--- src/rtl/bba_pkg.sv ---
// ----------------------------------------------------------------------------
// Bitmap block allocator package
// Shared constants, codes and types for the block allocator.
// ----------------------------------------------------------------------------
package bba_pkg;

  localparam int BBA_MAX_BLOCKS = 512;
  localparam int BBA_MAX_RUN    = 10;

  localparam int MODE_W   = 2;
  localparam int INDEX_W  = 9;
  localparam int COUNT_W  = 4;
  localparam int STATUS_W = 2;
  localparam int FDB_W    = 9;
  localparam int TOTAL_W  = 10;
  localparam int CFG_IW   = 1;
  localparam int CFG_DW   = 10;

  localparam logic [CFG_IW-1:0] CFG_FIRST_DATA_BLOCK = 1'd0;
  localparam logic [CFG_IW-1:0] CFG_TOTAL_BLOCKS     = 1'd1;

  localparam logic [STATUS_W-1:0] ST_OK      = 2'd0;
  localparam logic [STATUS_W-1:0] ST_NOSPACE = 2'd1;
  localparam logic [STATUS_W-1:0] ST_BAD     = 2'd2;

  localparam int FDB_RESET   = 2;
  localparam int TOTAL_RESET = 512;

  typedef enum logic [MODE_W-1:0] {
    MODE_MARK  = 2'd0,
    MODE_FREE  = 2'd1,
    MODE_TEST  = 2'd2,
    MODE_ALLOC = 2'd3
  } mode_t;

  typedef enum logic [2:0] {
    S_CLEAR,
    S_IDLE,
    S_READ,
    S_OP,
    S_SCAN,
    S_SINGLE
  } state_t;

endpackage

--- src/rtl/bba_if.sv ---
// ----------------------------------------------------------------------------
// Block allocator channels
// Request and result channels with a valid/ready handshake.
// ----------------------------------------------------------------------------
interface bba_req_if
  import bba_pkg::*;
();
  logic                 valid;
  logic                 ready;
  logic [MODE_W-1:0]    mode;
  logic [INDEX_W-1:0]   block_index;
  logic [COUNT_W-1:0]   block_count;

  modport source (output valid, mode, block_index, block_count, input ready);
  modport sink (input valid, mode, block_index, block_count, output ready);
endinterface

interface bba_res_if
  import bba_pkg::*;
();
  logic                 valid;
  logic                 ready;
  logic [INDEX_W-1:0]   result_block;
  logic                 used_bit;
  logic [STATUS_W-1:0]  status;
  logic                 last;

  modport source (output valid, result_block, used_bit, status, last, input ready);
  modport sink (input valid, result_block, used_bit, status, last, output ready);
endinterface

--- src/rtl/bitmap_block_allocator_unit.sv ---
// ----------------------------------------------------------------------------
// Bitmap block allocator
// Used map of disk blocks with mark, free, test and first-fit allocation.
//
//   Channel   Direction  Beat contents
//   req       in         mode, block_index, block_count
//   res       out        result_block, used_bit, status, last
//   cfg       in         cfg_we, cfg_index, cfg_data (write only)
//
// Mark, free and test pass through accept, map read and update.
// Allocation reads the map a word at a time from the first data block and
// claims the free blocks it finds in each word before moving to the next.
// After reset a clearing pass writes every map word before the first
// request is taken. A stalled result beat holds the scan.
// ----------------------------------------------------------------------------
module bitmap_block_allocator_unit
  import bba_pkg::*;
#(
  parameter int MAX_BLOCKS = BBA_MAX_BLOCKS,
  parameter int MAX_RUN    = BBA_MAX_RUN
) (
  input  logic              clk,
  input  logic              rst,
  input  logic              cfg_we,
  input  logic [CFG_IW-1:0] cfg_index,
  input  logic [CFG_DW-1:0] cfg_data,
  bba_req_if.sink           req,
  bba_res_if.source         res
);

  localparam int WORDS  = (MAX_BLOCKS + 7) / 8;
  localparam int AW     = (WORDS > 1) ? $clog2(WORDS) : 1;
  localparam int LB     = $clog2(MAX_BLOCKS + 1);
  localparam int LW     = (LB > TOTAL_W) ? LB : TOTAL_W;
  localparam int XW     = (LW > AW + 4) ? LW : AW + 4;
  localparam int CW     = $clog2(MAX_RUN + 1);

  logic [7:0]          mem [WORDS];
  logic [7:0]          rdata;
  logic                mem_we;
  logic                mem_re;
  logic [7:0]          mem_wdata;
  logic [AW-1:0]       mem_addr;

  state_t              state;
  state_t              state_next;
  logic [FDB_W-1:0]    fdb;
  logic [TOTAL_W-1:0]  tblk;
  logic [AW-1:0]       clr;
  logic [AW-1:0]       waddr;
  logic [2:0]          bofs;
  mode_t               mode_r;
  logic [CW-1:0]       cnt;
  logic [CW-1:0]       k;
  logic [7:0]          word;
  logic                fresh;
  logic [INDEX_W-1:0]  sblk;
  logic [STATUS_W-1:0] sst;

  logic                ov;
  logic [INDEX_W-1:0]  r_blk;
  logic                r_used;
  logic [STATUS_W-1:0] r_st;
  logic                r_last;

  logic [LW-1:0]       lim;
  logic [XW-1:0]       lim_x;
  logic [XW-1:0]       fdb_x;
  logic [XW-1:0]       idx_x;
  logic [XW-1:0]       base_x;
  logic [XW-1:0]       next_x;
  logic                acc;
  logic                bad_idx;
  logic                zero_cnt;
  logic                empty_rng;
  logic [CW-1:0]       cnt_sat;
  logic                slot_free;
  logic [7:0]          cur;
  logic [7:0]          elig;
  logic                found;
  logic [2:0]          pick;
  logic [7:0]          op_mask;
  logic [7:0]          new_word;
  logic                is_last;
  logic                out_load;
  logic [INDEX_W-1:0]  out_blk;
  logic                out_used;
  logic [STATUS_W-1:0] out_st;
  logic                out_last;

  assign lim    = (LW'(tblk) < LW'(MAX_BLOCKS)) ? LW'(tblk) : LW'(MAX_BLOCKS);
  assign lim_x  = XW'(lim);
  assign fdb_x  = XW'(fdb);
  assign idx_x  = XW'(req.block_index);
  assign base_x = XW'({waddr, 3'b000});
  assign next_x = base_x + XW'(8);

  assign acc       = req.valid && req.ready;
  assign bad_idx   = (idx_x >= lim_x);
  assign zero_cnt  = (req.block_count == '0);
  assign empty_rng = (fdb_x >= lim_x);
  assign cnt_sat   = (32'(req.block_count) > MAX_RUN) ? CW'(MAX_RUN) : CW'(req.block_count);
  assign slot_free = !ov || res.ready;

  assign cur      = fresh ? rdata : word;
  assign op_mask  = 8'h80 >> bofs;
  assign is_last  = ((k + CW'(1)) == cnt);

  always_comb begin
    elig = '0;
    for (int j = 0; j < 8; j++) begin
      elig[j] = !cur[7-j] && ((base_x + XW'(j)) >= fdb_x) && ((base_x + XW'(j)) < lim_x);
    end
  end

  always_comb begin
    pick = 3'd0;
    for (int j = 7; j >= 0; j--) begin
      if (elig[j]) begin
        pick = 3'(j);
      end
    end
  end

  assign found    = |elig;
  assign new_word = found ? (cur | (8'h80 >> pick)) : cur;

  // Next state.
  always_comb begin
    state_next = state;
    case (state)
      S_CLEAR: begin
        if (clr == AW'(WORDS - 1)) begin
          state_next = S_IDLE;
        end
      end
      S_IDLE: begin
        if (acc) begin
          if (mode_t'(req.mode) != MODE_ALLOC) begin
            state_next = bad_idx ? S_SINGLE : S_READ;
          end else begin
            state_next = (zero_cnt || empty_rng) ? S_SINGLE : S_READ;
          end
        end
      end
      S_READ: begin
        state_next = (mode_r == MODE_ALLOC) ? S_SCAN : S_OP;
      end
      S_OP: begin
        if (slot_free) begin
          state_next = S_IDLE;
        end
      end
      S_SCAN: begin
        if (found) begin
          if (slot_free && is_last) begin
            state_next = S_IDLE;
          end
        end else begin
          state_next = (next_x >= lim_x) ? S_SINGLE : S_READ;
        end
      end
      S_SINGLE: begin
        if (slot_free) begin
          state_next = S_IDLE;
        end
      end
      default: state_next = S_IDLE;
    endcase
  end

  // Outputs of the sequencer.
  always_comb begin
    mem_we    = 1'b0;
    mem_re    = 1'b0;
    mem_wdata = 8'h00;
    mem_addr  = waddr;
    out_load  = 1'b0;
    out_blk   = '0;
    out_used  = 1'b0;
    out_st    = ST_OK;
    out_last  = 1'b1;
    case (state)
      S_CLEAR: begin
        mem_we   = 1'b1;
        mem_addr = clr;
      end
      S_READ: begin
        mem_re = 1'b1;
      end
      S_OP: begin
        case (mode_r)
          MODE_MARK: mem_wdata = rdata | op_mask;
          MODE_FREE: mem_wdata = rdata & ~op_mask;
          default:   mem_wdata = rdata;
        endcase
        mem_we   = slot_free;
        out_load = slot_free;
        out_blk  = INDEX_W'({waddr, bofs});
        out_used = |(mem_wdata & op_mask);
      end
      S_SCAN: begin
        mem_wdata = new_word;
        mem_we    = !found || (slot_free && is_last);
        out_load  = found && slot_free;
        out_blk   = INDEX_W'(base_x + XW'(pick));
        out_used  = 1'b1;
        out_last  = is_last;
      end
      S_SINGLE: begin
        out_load = slot_free;
        out_blk  = sblk;
        out_st   = sst;
      end
      default: begin
      end
    endcase
  end

  always_ff @(posedge clk) begin
    if (mem_we) begin
      mem[mem_addr] <= mem_wdata;
    end
    if (mem_re) begin
      rdata <= mem[mem_addr];
    end
  end

  always_ff @(posedge clk) begin
    if (rst) begin
      state <= S_CLEAR;
      clr   <= '0;
      fdb   <= FDB_W'(FDB_RESET);
      tblk  <= TOTAL_W'(TOTAL_RESET);
      ov    <= 1'b0;
    end else begin
      state <= state_next;
      if (state == S_CLEAR) begin
        clr <= clr + AW'(1);
      end
      if (cfg_we) begin
        case (cfg_index)
          CFG_FIRST_DATA_BLOCK: fdb <= cfg_data[FDB_W-1:0];
          CFG_TOTAL_BLOCKS:     tblk <= cfg_data[TOTAL_W-1:0];
          default: begin
          end
        endcase
      end
      if (out_load) begin
        ov <= 1'b1;
      end else if (res.ready) begin
        ov <= 1'b0;
      end
    end
  end

  always_ff @(posedge clk) begin
    if (out_load) begin
      r_blk  <= out_blk;
      r_used <= out_used;
      r_st   <= out_st;
      r_last <= out_last;
    end
    case (state)
      S_IDLE: begin
        if (acc) begin
          mode_r <= mode_t'(req.mode);
          cnt    <= cnt_sat;
          k      <= '0;
          bofs   <= req.block_index[2:0];
          if (mode_t'(req.mode) != MODE_ALLOC) begin
            sblk  <= req.block_index;
            sst   <= ST_BAD;
            waddr <= idx_x[AW+2:3];
          end else begin
            sblk  <= '0;
            sst   <= zero_cnt ? ST_BAD : ST_NOSPACE;
            waddr <= fdb_x[AW+2:3];
          end
        end
      end
      S_READ: begin
        fresh <= 1'b1;
      end
      S_SCAN: begin
        if (found) begin
          fresh <= 1'b0;
          if (slot_free) begin
            word <= new_word;
            k    <= k + CW'(1);
          end else begin
            word <= cur;
          end
        end else begin
          waddr <= waddr + AW'(1);
          sblk  <= '0;
          sst   <= ST_NOSPACE;
        end
      end
      default: begin
      end
    endcase
  end

  assign req.ready        = (state == S_IDLE);
  assign res.valid        = ov;
  assign res.result_block = r_blk;
  assign res.used_bit     = r_used;
  assign res.status       = r_st;
  assign res.last         = r_last;

endmodule

--- src/flat_wrapper.sv ---
// flat-port wrapper written by rule: the top's interface ports become plain ports
module bitmap_block_allocator_unit_flat import bba_pkg::*;
#(
  parameter int MAX_BLOCKS = BBA_MAX_BLOCKS,
  parameter int MAX_RUN    = BBA_MAX_RUN
)
  (clk, rst, cfg_we, cfg_index, cfg_data, req_valid, req_mode, req_block_index, req_block_count, req_ready, res_valid, res_result_block, res_used_bit, res_status, res_last, res_ready);
  bba_req_if req_i ();
  bba_res_if res_i ();
  input  logic clk;
  input  logic rst;
  input  logic cfg_we;
  input  logic [CFG_IW-1:0] cfg_index;
  input  logic [CFG_DW-1:0] cfg_data;
  input wire logic [$bits(req_i.valid)-1:0] req_valid;
  input wire logic [$bits(req_i.mode)-1:0] req_mode;
  input wire logic [$bits(req_i.block_index)-1:0] req_block_index;
  input wire logic [$bits(req_i.block_count)-1:0] req_block_count;
  output wire logic [$bits(req_i.ready)-1:0] req_ready;
  output wire logic [$bits(res_i.valid)-1:0] res_valid;
  output wire logic [$bits(res_i.result_block)-1:0] res_result_block;
  output wire logic [$bits(res_i.used_bit)-1:0] res_used_bit;
  output wire logic [$bits(res_i.status)-1:0] res_status;
  output wire logic [$bits(res_i.last)-1:0] res_last;
  input wire logic [$bits(res_i.ready)-1:0] res_ready;
  assign req_i.valid = req_valid;
  assign req_i.mode = req_mode;
  assign req_i.block_index = req_block_index;
  assign req_i.block_count = req_block_count;
  assign req_ready = req_i.ready;
  assign res_valid = res_i.valid;
  assign res_result_block = res_i.result_block;
  assign res_used_bit = res_i.used_bit;
  assign res_status = res_i.status;
  assign res_last = res_i.last;
  assign res_i.ready = res_ready;
  bitmap_block_allocator_unit #(.MAX_BLOCKS(MAX_BLOCKS), .MAX_RUN(MAX_RUN)) u_core (.clk(clk), .rst(rst), .cfg_we(cfg_we), .cfg_index(cfg_index), .cfg_data(cfg_data), .req(req_i), .res(res_i));
endmodule
--- config.mk ---
export PLATFORM = sky130hd
export DESIGN_NAME = bitmap_block_allocator_unit_flat
export DESIGN_NICKNAME = d
export VERILOG_FILES = /design/src/rtl/bba_pkg.sv /design/src/rtl/bba_if.sv /design/src/rtl/bitmap_block_allocator_unit.sv /design/src/flat_wrapper.sv
export SDC_FILE = /design/constraint.sdc
export NUM_CORES = 1
export LEC_CHECK = 0
export ABC_AREA = 1
export BUFFER_PORTS_ARGS = -buffer_cell sky130_fd_sc_hd__buf_4
export CAP_MARGIN = 20
export CORE_ASPECT_RATIO = 0.7
export CORE_UTILIZATION = 45
export CTS_BUF_LIST = sky130_fd_sc_hd__clkbuf_16
export CTS_CLUSTER_DIAMETER = 80
export DETAILED_ROUTE_END_ITERATION = 10
export PLACE_DENSITY = 0.63
export SLEW_MARGIN = 20
export SYNTH_ARGS = -nofsm -noshare
export SYNTH_HDL_FRONTEND = slang
export SYNTH_SLANG_ARGS = --single-unit
--- constraint.sdc ---
create_clock -name clk -period 11.8 [get_ports clk]
set_input_delay 1.18 -clock clk [delete_from_list [all_inputs] [get_ports clk]]
set_output_delay 1.18 -clock clk [all_outputs]
set_load 0.02 [all_outputs]
==> impl_metrics.csv <==
group,metric,value,unit
status,status,"completed",
finish,nNetsFinal,2281,
clock_tree,clock_sinks,601,
sta,fin_tns_setup,0,ps
worst_hold_path,min_path_cells,1,
yosys,synth-async-reset-ratio,0,
yosys,syn_area,25000,sq um
routing,ant_nets,0,
yosys,post-synth-top-count-cell,"nand2_1",
yosys,yosysSeqAreaShare,0.710,
yosys,synth.top_cells.by_count,"671 x nand2_1, 572 x edfxtp_1, 163 x nor2_1",
placed_design,gp_congestion,0.933,
yosys,synthTopCellsByArea,"edfxtp_1 69%, nand2_1 10%, nand4_1 2.9%",
routing,wl_met1,32200,microns
sta,drv_slew,0,
floorplan,initial_core_util,0.461,
clock_tree,cts_buffers,56,
worst_setup_path,setup.worst_path.start,"u_core.tblk[9]",
sta,tightest_slew,1060,ps
routing,vias,16900,
finish,n_antenna_cell,0,
power,power_density,152,nW/um^2
routing,wl_met2,27800,microns
global_routing,grt_max_degree,66,
yosys,yosysWarnings,0,
finish,instances_no_fill,2978,
routing,drtPass1Iterations,6,
global_routing,grt_pass1_vias,15700,
clock_tree,cts_root_buf,"clkbuf_16",
sta,fin_skew,35.6,ps
clock_tree,h-tree-depth,2,
routing,vias_per_cell,5.66,
floorplan,dieWidth,284,microns
yosys,yosys.area.top_type,"edfxtp_1",
worst_setup_path,crit_type,"flop to flop",
worst_setup_path,worstReg2RegEnd,"u_core.mem[60][3]",
worst_setup_path,reg2reg_slack,7460,ps
global_routing,grt_antenna_before_repair,0,
clock_tree,cts.clk_slew.worst_paths,60,ps
yosys,synth-seq-cells,601,
routing,drt_iter0_markers,2411,
sta,setup_viol,0,
placed_design,dp.cells,2879,
clock_tree,ctsResizeCount,0,
worst_setup_path,critical_path.max_fanout,19,
routing,routed.top_layer,"met4",
power,ir_drop,139,uV
floorplan,rows,71,
yosys,syn-num-nets,2225,
sta,hold_viol_final,0,
floorplan,core_area,54300,sq um
floorplan,die_h,199,microns
routing,wirelength,68400,microns
worst_setup_path,arrival,4580,ps
sta,rsz0062_at_grt,"false",
run,drv_cap,0,
power,leakagePower,10.4,nW
sta,max_slew_margin,0.288,
routing,met3_length,7390,microns
worst_setup_path,cp-endpoint,"u_core.mem[60][3]",
sta,fin_crit_sh,0.368,
sta,whs,448,ps
clock_tree,post_cts_buffers,0,
clock_tree,clock_latency,630,ps
worst_setup_path,endpoint_kind,"flop",
finish,synthToLayoutAreaGrowth,11.8,%
global_routing,grt_pass1_wl,102000,microns
worst_setup_path,cp-start-kind,"flop",
worst_hold_path,hp-class,"flop to flop",
clock_tree,cts_tree,"built",
yosys,synth_cells,2152,
worst_setup_path,r2r_start,"u_core.tblk[9]",
yosys,ys_types,45,
clock_tree,cts_buffer_depth,3,
sta,clock.fmax,0.230,GHz
worst_setup_path,cp.required,12040,ps
placed_design,port_buffers,45,
yosys,synth-edff-count,572,
yosys,synth_ff_type,"edfxtp_1",
worst_setup_path,reg2reg_depth,15,
floorplan,boundaryPins,46,
clock_tree,hold_buffers,0,
routing,routedWlPerCell,23.0,microns
yosys,synth_top_area_frac,0.687,
global_routing,track_usage,0.243,
finish,layout-drive-gt1-share,0.0859,
finish,final_util,0.515,
sta,period_needed,4340,ps
yosys,avgSynthCellArea,11.6,sq um
global_routing,grt-ovfl-total,0,
power,power.total,4.26,mW
floorplan,die-area,56500,sq um
placed_design,dp_hpwl,43400,microns
routing,drc_errors,0,
## worst min path at each step
stage,from,to
final,u_core.clr[2],u_core.clr[2]
after global routing,u_core.clr[2],u_core.clr[2]
after CTS,u_core.clr[2],u_core.clr[2]
after detailed placement,u_core.clr[2],u_core.clr[2]
after global placement,u_core.clr[2],u_core.clr[2]
after floorplan,u_core.clr[2],u_core.clr[2]
## kinds of logic (layout without fill, tap and decap cells)
family | Yosys count | in the layout | share of synthesized area
AOI/OAI and AO/OA | 219 | 219 | 0.0505
xor gates and xnor gates | 10 | 10 | 0.00350
muxes | 3 | 3 | 0.00120
DFF | 601 | 601 | 0.710
and+or+nand+nor | 1072 | 1072 | 0.181
adders and majority gates | 42 | 42 | 0.0210
buffers and inverters | 205 | 301 | 0.0322
## final cells by class
type	instances	area, sq um
Fill cell	4679	26300
Sequential cell	601	17800
Clock inverter	42	334
Inverter	138	518
Timing Repair Buffer	65	488
Multi-Input combinational cell	1346	6540
Clock buffer	56	1400
Tap cell	730	913
## sequential cells by signal, summed over array words and instances (netlist names), 3 cells and up
signal	count
u_core.tblk	10
u_core.fdb	9
u_core.state	3
u_core.sblk	9
u_core.waddr	6
u_core.word	8
u_core.rdata	8
u_core.cnt	4
u_core.clr	6
u_core.res.result_block	9
u_core.mem	512
u_core.bofs	3
u_core.k	4
## cells in the final DEF (no fill, tap or decap), types with 12 or more instances in the layout
cell type and n:
o21ai_0 105, buf_4 65, inv_1 131, ha_1 42, clkbuf_16 56, o21ai_1 19
clkinv_1 16, dfxtp_1 29, a22oi_1 17, nand3_1 70, nand4_1 114, inv_2 14
edfxtp_1 572, clkinv_2 12, nand2_1 668, a21oi_1 38, nor3_1 22, nor2_1 163
## metrics by stage
stage	setup WS [ps]	cell area, sq um
final	7460	27900
after global routing	7140	27900
after CTS	7450	27900
after detailed placement	7460	26200
after global placement	7650	26200
after floorplan	7340	25000
## power breakdown
group	internal, mW	switching, mW	leakage, nW	total [mW]
sequential	2.32	0.00743	6.05	2.33
clock	0.967	0.788	0.897	1.76
combinational	0.0441	0.132	3.42	0.176
total	3.33	0.928	10.4	4.26
## per-layer routing
layer | up-vias | GRT usage
met5 | - | 0
met4 | 0 | 0.0503
met3 | 76 | 0.0497
met2 | 888 | 0.333
met1 | 8208 | 0.392
li1 | 7688 | -
## critical path: stages, from the launching register on
cell	delay, ps
dfxtp_1	320
inv_2	260
nand2_1	200
ha_1	350
nand2_1	80
nor2_2	220
inv_1	110
nor2_1	200
a21oi_1	110
nand3_1	190
nand2_1	120
nor2_2	210
nand3_1	220
o2111ai_4	270
nand2_2	360
nor2_1	770
Power figures use the tool's default switching activity.
